**src/rtl/core/mbrf_pkg.sv**
```systemverilog
// Package for the Modbus RTU request framer: frame constants, byte and
// index types, and the byte-wide CRC-16 update function.
// Depends on nothing; imported by modbus_rtu_request_framer and its testbench.
`default_nettype none

package mbrf_pkg;

  typedef logic [7:0]  byte_t;
  typedef logic [2:0]  idx_t;
  typedef logic [15:0] crc_t;

  localparam crc_t  CRC_INIT      = 16'hFFFF;
  localparam crc_t  CRC_POLY      = 16'hA001;
  localparam idx_t  LAST_INDEX    = 3'd7;
  localparam idx_t  FIRST_CRC_IDX = 3'd6;
  localparam int    PAYLOAD_BITS  = 48;

  function automatic crc_t crc16_update(input crc_t crc, input byte_t octet);
    crc_t acc;
    acc = crc ^ {8'h00, octet};
    for (int b = 0; b < 8; b++) begin
      if (acc[0]) begin
        acc = (acc >> 1) ^ CRC_POLY;
      end else begin
        acc = acc >> 1;
      end
    end
    return acc;
  endfunction

endpackage

`default_nettype wire

```
**src/rtl/core/modbus_rtu_request_framer.sv**
```systemverilog
// Top level of the Modbus RTU request framer: serializes one request into
// an eight-byte frame with its CRC-16. Depends on mbrf_pkg.
//
//   channel   handshake              payload
//   request   start / busy           device_id, function_code,
//                                    register_address, register_data
//   config    cfg_write_en           cfg_write_data (crc_low_byte_first)
//   frame     strobe (one cycle)     frame_byte, byte_index, last_byte
//
// A request is taken at an edge with start high and busy low. It is loaded
// into the shift register and the active flag, and its eight bytes then pass
// through the output registers back to back. The CRC is updated one byte per
// cycle as bytes 0 to 5 leave. Busy falls while the last byte is being
// loaded, so back-to-back requests run without a gap.
// Reset is synchronous and clears the control state and the config flag.
`default_nettype none

module modbus_rtu_request_framer
  import mbrf_pkg::*;
(
  input  wire logic        clk,
  input  wire logic        rst,
  input  wire logic        start,
  output logic             busy,
  input  wire logic [7:0]  device_id,
  input  wire logic [7:0]  function_code,
  input  wire logic [15:0] register_address,
  input  wire logic [15:0] register_data,
  input  wire logic        cfg_write_en,
  input  wire logic        cfg_write_data,
  output logic             strobe,
  output logic [7:0]       frame_byte,
  output logic [2:0]       byte_index,
  output logic             last_byte
);

  logic                    crc_low_byte_first;
  logic                    active, active_next;
  idx_t                    cnt, cnt_next;
  crc_t                    crc, crc_next;
  logic [PAYLOAD_BITS-1:0] shreg, shreg_next;
  logic                    strobe_next;
  byte_t                   frame_byte_next;
  idx_t                    byte_index_next;
  logic                    last_byte_next;
  logic                    accept;

  assign busy   = active && (cnt != LAST_INDEX);
  assign accept = start && !busy;

  always_comb begin
    active_next     = active;
    cnt_next        = cnt;
    crc_next        = crc;
    shreg_next      = shreg;
    strobe_next     = 1'b0;
    frame_byte_next = shreg[PAYLOAD_BITS-1 -: 8];
    byte_index_next = cnt;
    last_byte_next  = 1'b0;
    if (active) begin
      strobe_next    = 1'b1;
      last_byte_next = (cnt == LAST_INDEX);
      cnt_next       = cnt + 3'd1;
      if (cnt < FIRST_CRC_IDX) begin
        crc_next   = crc16_update(crc, shreg[PAYLOAD_BITS-1 -: 8]);
        shreg_next = {shreg[PAYLOAD_BITS-9:0], 8'h00};
      end else if (cnt == FIRST_CRC_IDX) begin
        frame_byte_next = crc_low_byte_first ? crc[7:0] : crc[15:8];
      end else begin
        frame_byte_next = crc_low_byte_first ? crc[15:8] : crc[7:0];
        active_next     = 1'b0;
      end
    end
    if (accept) begin
      active_next = 1'b1;
      cnt_next    = '0;
      crc_next    = CRC_INIT;
      shreg_next  = {device_id, function_code, register_address, register_data};
    end
  end

  always_ff @(posedge clk) begin
    if (rst) begin
      active             <= 1'b0;
      cnt                <= '0;
      strobe             <= 1'b0;
      crc_low_byte_first <= 1'b0;
    end else begin
      active <= active_next;
      cnt    <= cnt_next;
      strobe <= strobe_next;
      if (cfg_write_en) begin
        crc_low_byte_first <= cfg_write_data;
      end
    end
  end

  always_ff @(posedge clk) begin
    crc        <= crc_next;
    shreg      <= shreg_next;
    frame_byte <= frame_byte_next;
    byte_index <= byte_index_next;
    last_byte  <= last_byte_next;
  end

  a_last_at_end: assert property (@(posedge clk) disable iff (rst)
    strobe && last_byte |-> byte_index == LAST_INDEX)
    else $error("last_byte set on a byte other than the final one");

  a_frame_continues: assert property (@(posedge clk) disable iff (rst)
    strobe && (byte_index != LAST_INDEX) |=> strobe && (byte_index == $past(byte_index) + 3'd1))
    else $error("frame bytes not emitted on consecutive cycles");

  a_accept_starts_frame: assert property (@(posedge clk) disable iff (rst)
    start && !busy |-> ##2 strobe && (byte_index == 3'd0))
    else $error("accepted transaction did not start a frame");

  a_busy_emits: assert property (@(posedge clk) disable iff (rst)
    busy |=> strobe)
    else $error("busy without frame output");

endmodule

`default_nettype wire

```
**config.mk**
```make
export PLATFORM = sky130hd
export DESIGN_NAME = modbus_rtu_request_framer
export DESIGN_NICKNAME = d
export VERILOG_FILES = /design/src/rtl/core/mbrf_pkg.sv /design/src/rtl/core/modbus_rtu_request_framer.sv
export SDC_FILE = /design/constraint.sdc
export NUM_CORES = 1
export LEC_CHECK = 0
export BUFFER_PORTS_ARGS = -buffer_cell sky130_fd_sc_hd__buf_4
export CAP_MARGIN = 30
export CORE_AREA = 3 3 84 86
export DETAILED_ROUTE_END_ITERATION = 8
export DIE_AREA = 0 0 87 89
export PLACE_DENSITY = 0.8
export RECOVER_POWER = 25
export REMOVE_ABC_BUFFERS = 1
export SETUP_SLACK_MARGIN = 0.5
export SYNTH_ARGS = -nofsm -noshare
export SYNTH_HDL_FRONTEND = slang
export SYNTH_SLANG_ARGS = --single-unit
```
**constraint.sdc**
```tcl
create_clock -name clk -period 3.4 [get_ports clk]
set_clock_uncertainty 0.2 [all_clocks]
set_input_delay 0.68 -clock clk [delete_from_list [all_inputs] [get_ports clk]]
set_output_delay 0.68 -clock clk [all_outputs]
set_load 0.05 [all_outputs]
```
* Yosys cells after proc, flatten, opt, wreduce, memory -nomap -nowiden *
Cells that the tools add are included.

storage, ports and cells
  register bits = 82
  output and inout port bits = 14
  logic and storage cells = 66

operators by class
  add/sub/neg operators = 1
  $lt $le $gt $ge = 1
  eq/ne operators = 3
  reductions and logical operators = 8
  bitwise gates (word level) = 9
  muxes and demuxes = 35

operators with widths
  cell                                                count
  2-to-1 mux 16 bit                                   22
  2-to-1 mux 48 bit                                   3
  2-to-1 mux 8 bit                                    5
  NOT 2 -> 3 bit                                      8
  bitwise XOR 16 x 8 -> 16 bit                        1
  == test 3 bit (second input constant)               2
  2-to-1 mux 1 bit                                    5
  AND reduction 2 bit                                 2
  nonzero test 2 bit                                  2
  adder 3 x 1 -> 3 bit (second input constant)        1
  less-than comparator 3 bit (second input constant)  1
  != test 3 bit (second input constant)               1
  logical AND 1 bit                                   2
  OR reduction 2 bit                                  1
  zero test 1 bit                                     1

* Depth between registers and ports, before layout *
  depth after elaboration = 31
  depth in mapped cells = 8
  mapped depth without buffers = 7

* Least setup slack after synthesis *
Ideal clock, no wire load.

  path type = register -> register
  start = register cnt[1] (netlist: byte_index_next[1])
  end = register shreg[0], enable pin
  data arrival time = 2246 ps
  setup slack = 547 ps
  data required time = 2793 ps
  library setup time = 407 ps
  clock period less this slack = 2853 ps
  cell stages (with the launch flop) = 7
  path through = dfxtp_1 ha_1 ha_1 nand2b_1 clkbuf_1 nand2_1 nand2_1

on the way
  longest elaborated chain between the ends = 6
  elaborated cells between the ends (all ways) = 8
  classes of those cells = order compare (1); eq/ne (1); reduce/logical (6)

RTL lines
  what                               RTL line                          source
  from (decl)                        modbus_rtu_request_framer.sv:39   idx_t cnt, cnt_next;
  from (signal assigned)             modbus_rtu_request_framer.sv:90   cnt <= cnt_next;
  != test 3 bit                      modbus_rtu_request_framer.sv:48   assign busy = active && (cnt != LAST_INDEX);
  logical AND 1 bit                  modbus_rtu_request_framer.sv:48
  zero test 1 bit                    modbus_rtu_request_framer.sv:49   assign accept = start && !busy;
  logical AND 1 bit                  modbus_rtu_request_framer.sv:49
  nonzero test 2 bit (no line)       n/a
  AND reduction 2 bit (no line) (*)  n/a
  to (signal assigned)               modbus_rtu_request_framer.sv:100  shreg <= shreg_next;
  to (decl)                          modbus_rtu_request_framer.sv:41   logic [PAYLOAD_BITS-1:0] shreg, shreg_next;

Mark *: on every way between the ends. The rest lies on a longest branch, timed or not.
A chain may end at the register's enable or synchronous reset.

* Final worst setup path *
  start = register cnt[1] (netlist: byte_index_next[1])
  end = register shreg[43], enable pin

Same word-level chain as after synthesis.

==> results.sh <==
export IMPL_status="completed"
export IMPL_synth_seq_cells=82
export IMPL_final_max_slew_viol_count=0
export IMPL_period_share_pct=78.63
export IMPL_multiInputGateArea_um2=1221
export IMPL_rows=29
export IMPL_path_delay_family="simple AND/OR/NAND/NOR gates"
export IMPL_final_std_cell_area_no_fill_um2=4123
export IMPL_post_dp_cell_area_um2=4003
export IMPL_ctsHtreeMaxLevel=3
export IMPL_antennaDiodeCount=0
export IMPL_post_synth_most_frequent_cells="153 x sky130_fd_sc_hd__nand2_1, 48 x sky130_fd_sc_hd__edfxtp_1, 34 x sky130_fd_sc_hd__dfxtp_1"
export IMPL_worst_setup_path_type="reg -> reg"
export IMPL_min_delay_worst_endpoint="byte_index[0]"
export IMPL_totalPowerFinal_w=0.002654
export IMPL_cp_start_kind="flop"
export IMPL_drt_vias_per_instance=5.117
export IMPL_transition_time_of_the_tightest_slew_check_pin_ps=657.2
export IMPL_ctsLongestPathBuffers=2
export IMPL_drc=0
export IMPL_peakVddDrop_v=0.0002750
export IMPL_wire_per_inst_um=13.43
export IMPL_minimum_clock_period_after_layout_ps=2673
export IMPL_crit_chain="ha_1, ha_1, nand2b_1, nand2_1, nand2_2, buf_12"
export IMPL_total_leakage_power_nw=1.905
export IMPL_cts_root_buffer_cell="sky130_fd_sc_hd__clkbuf_8"
export IMPL_total_routing_usage_reported_by_global_routing_pct=17.99
export IMPL_coreArea_um2=6350
export IMPL_rsz_0062_raised_after_global_routing="false"
export IMPL_category_of_the_worst_setup_path_capture_point="flop"
export IMPL_drive_gt1_share_pct=17.23
export IMPL_post_cts_setup_buffers=0
export IMPL_maximum_number_of_pins_on_one_net_before_global_route_repair=44
export IMPL_final_antenna_net_count=0
export IMPL_clk_transition_reported_paths_ps=80
export IMPL_power_density_cell_area_nw_per_um2=643.7
export IMPL_drv_cap=0
export IMPL_timing_slew_headroom_pct=56.19
export IMPL_r2r_worst_path_cells=6
export IMPL_cts_hold_fix_buffers=0
export IMPL_fp_dieArea_um2=7743
export IMPL_area_fraction_of_the_dominant_cell_type_after_synthesis_pct=42.23
export IMPL_fillers=513
export IMPL_yosys_cell_types_count=24
export IMPL_synthMostInstantiatedCell="sky130_fd_sc_hd__nand2_1"
export IMPL_crit_arrival_ps=2510
export IMPL_setup_violators_final=0
export IMPL_final_hpwl_from_detailed_placement_mm=4.382
export IMPL_path_buf_inv=1
export IMPL_worst_path_max_delay_cell="sky130_fd_sc_hd__nand2_1"
export IMPL_synth_yosys_warnings=0
export IMPL_netlist_instances=341
export IMPL_mean_cell_area_of_the_mapped_netlist_um2=10.01
export IMPL_initial_util_pct=53.75
export IMPL_reg2reg_slack_ps=730
export IMPL_pin_count=67
export IMPL_cp_max_fanout=43
export IMPL_fin_worst_hold_slack_ps=199.6
export IMPL_globalplace_congestion=0.8159
export IMPL_detailroute_via_count=2502
export IMPL_cp_data_required_time_ps=3240
export IMPL_fmax_mhz=374.1
export IMPL_drt_pass1_iterations=4
export IMPL_place_port_buffers=66
export IMPL_number_of_synthesized_flops_with_an_enable_pin=48
export IMPL_crit_reg2reg_capture="shreg[43]"
export IMPL_critPathMostFrequentCell="sky130_fd_sc_hd__ha_1"
export IMPL_wirelength_mm=6.565
export IMPL_worst_hold_path_num_cells=0
export IMPL_first_iter_violations=116
export IMPL_grt_pass1_wl_mm=10.56
export IMPL_worstHoldStart="byte_index_next[0]"
export IMPL_tritoncts_num_buffers=9
export IMPL_cts_repair_resized=0
export IMPL_die_width_um=87
export IMPL_critical_path_max_stage_delay_ps=440
export IMPL_synth_async_reset_ratio_pct=0
export IMPL_grt_pass1_vias=2342
export IMPL_synth_yosys_seq_area_share_pct=62.17
export IMPL_p_r_area_growth_vs_syn_pct=20.78
export IMPL_reg2reg_from="byte_index_next[1]"
export IMPL_insertion_delay_ps=350
export IMPL_timing_hold_violations_final=0
export IMPL_fin_nets=463
export IMPL_netlist_area_um2=3413
export IMPL_tritoncts="built"
export IMPL_antenna_found_initial=0
export IMPL_ff_latch_area_um2=2122
export IMPL_hold_path_class="reg -> reg"
export IMPL_synth_top_area_cell="sky130_fd_sc_hd__edfxtp_1"
export IMPL_count_of_clock_tree_sinks=82
export IMPL_die_h_um=89
export IMPL_synth_flop_cell="sky130_fd_sc_hd__edfxtp_1"
export IMPL_gr_total_overflow=0
export IMPL_synth_top_cells_by_area="sky130_fd_sc_hd__edfxtp_1 42%, sky130_fd_sc_hd__dfxtp_1 20%, sky130_fd_sc_hd__nand2_1 17%"
-- worst register-to-register path: stages (launching register included) --
cell and delay (ps):
sky130_fd_sc_hd__dfxtp_1 420, sky130_fd_sc_hd__ha_1 190, sky130_fd_sc_hd__ha_1 150, sky130_fd_sc_hd__nand2b_1 320, sky130_fd_sc_hd__nand2_1 440, sky130_fd_sc_hd__nand2_2 340, sky130_fd_sc_hd__buf_12 270
-- kinds of logic (layout without fill, tap and decap cells) --
kind of cell,Yosys count,count (layout),synth area share (%)
AOI/OAI and AO/OA,23,23,4.069
xor gates and xnor gates,22,22,6.085
adders and majority gates,3,3,1.100
buffers and inverters,19,90,2.126
DFF,82,82,62.17
muxes,11,11,3.226
and+or+nand+nor,181,181,21.22
-- state kept, by name, indices dropped and copies added, names as in the netlist --
register            count
shreg                  48
crc                    16
frame_byte              8
byte_index              3
byte_index_next         3
active                  1
crc_low_byte_first      1
last_byte               1
strobe                  1
-- cell type report --
type / instances / share of cell area, %
clock buffer: 12 / 3.278
sequential: 82 / 51.47
timing repair buffer: 72 / 12.05
tap: 77 / 2.337
inverter: 2 / 0.1821
multi-input combinational: 240 / 29.62
clock inverter: 4 / 1.062
-- layout by cell type (no fill, tap or decap), types with 9 or more instances in the layout --
cell	instances
sky130_fd_sc_hd__clkbuf_1	18
sky130_fd_sc_hd__xnor2_1	17
sky130_fd_sc_hd__mux2i_1	11
sky130_fd_sc_hd__clkbuf_8	9
sky130_fd_sc_hd__edfxtp_1	48
sky130_fd_sc_hd__nand2_1	152
sky130_fd_sc_hd__o21ai_0	9
sky130_fd_sc_hd__buf_4	56
sky130_fd_sc_hd__dfxtp_1	34
-- power breakdown --
group,switching (W),internal (W)
registers,0.0000802,0.00123
clock network,0.000328,0.000336
logic,0.000376,0.000300
total,0.000784,0.00187
-- routing by layer --
metal / part of all wire (%) / vias to the layer above / global-route usage [%]
li1: - / 1256 / -
met1: 44 / 1170 / 22.15
met2: 49 / 67 / 29.12
met3: 5.7 / 9 / 5.622
met4: 1.2 / 0 / 8.215
met5: 0 / - / 0
-- stage by stage --
step / worst slack (ps) / utilization [%] / TNS [ps] / std cells
final: 726.6 / 64.93 / 0 / 489
after global routing: 485.2 / 64.93 / 0 / 489
after CTS: 779.3 / 65.85 / 0 / 489
after detailed placement: 939.0 / 63.03 / 0 / 473
after global placement: 1030 / 63.03 / 0 / 473
after floorplan: -381.3 / - / -18650 / 324
-- worst max-delay path by stage --
stage | startpoint | end | slack (ps) | cells past startpoint
after floorplan | byte_index_next[0] | shreg[0] | -380 | 5
after global placement | byte_index_next[1] | shreg[42] | 1030 | 6
after detailed placement | byte_index_next[1] | shreg[42] | 940 | 6
after CTS | byte_index_next[1] | busy | 780 | 5
after global routing | byte_index_next[1] | shreg[43] | 490 | 6
final | byte_index_next[1] | shreg[43] | 730 | 6
Power figures use the tool's default switching activity.
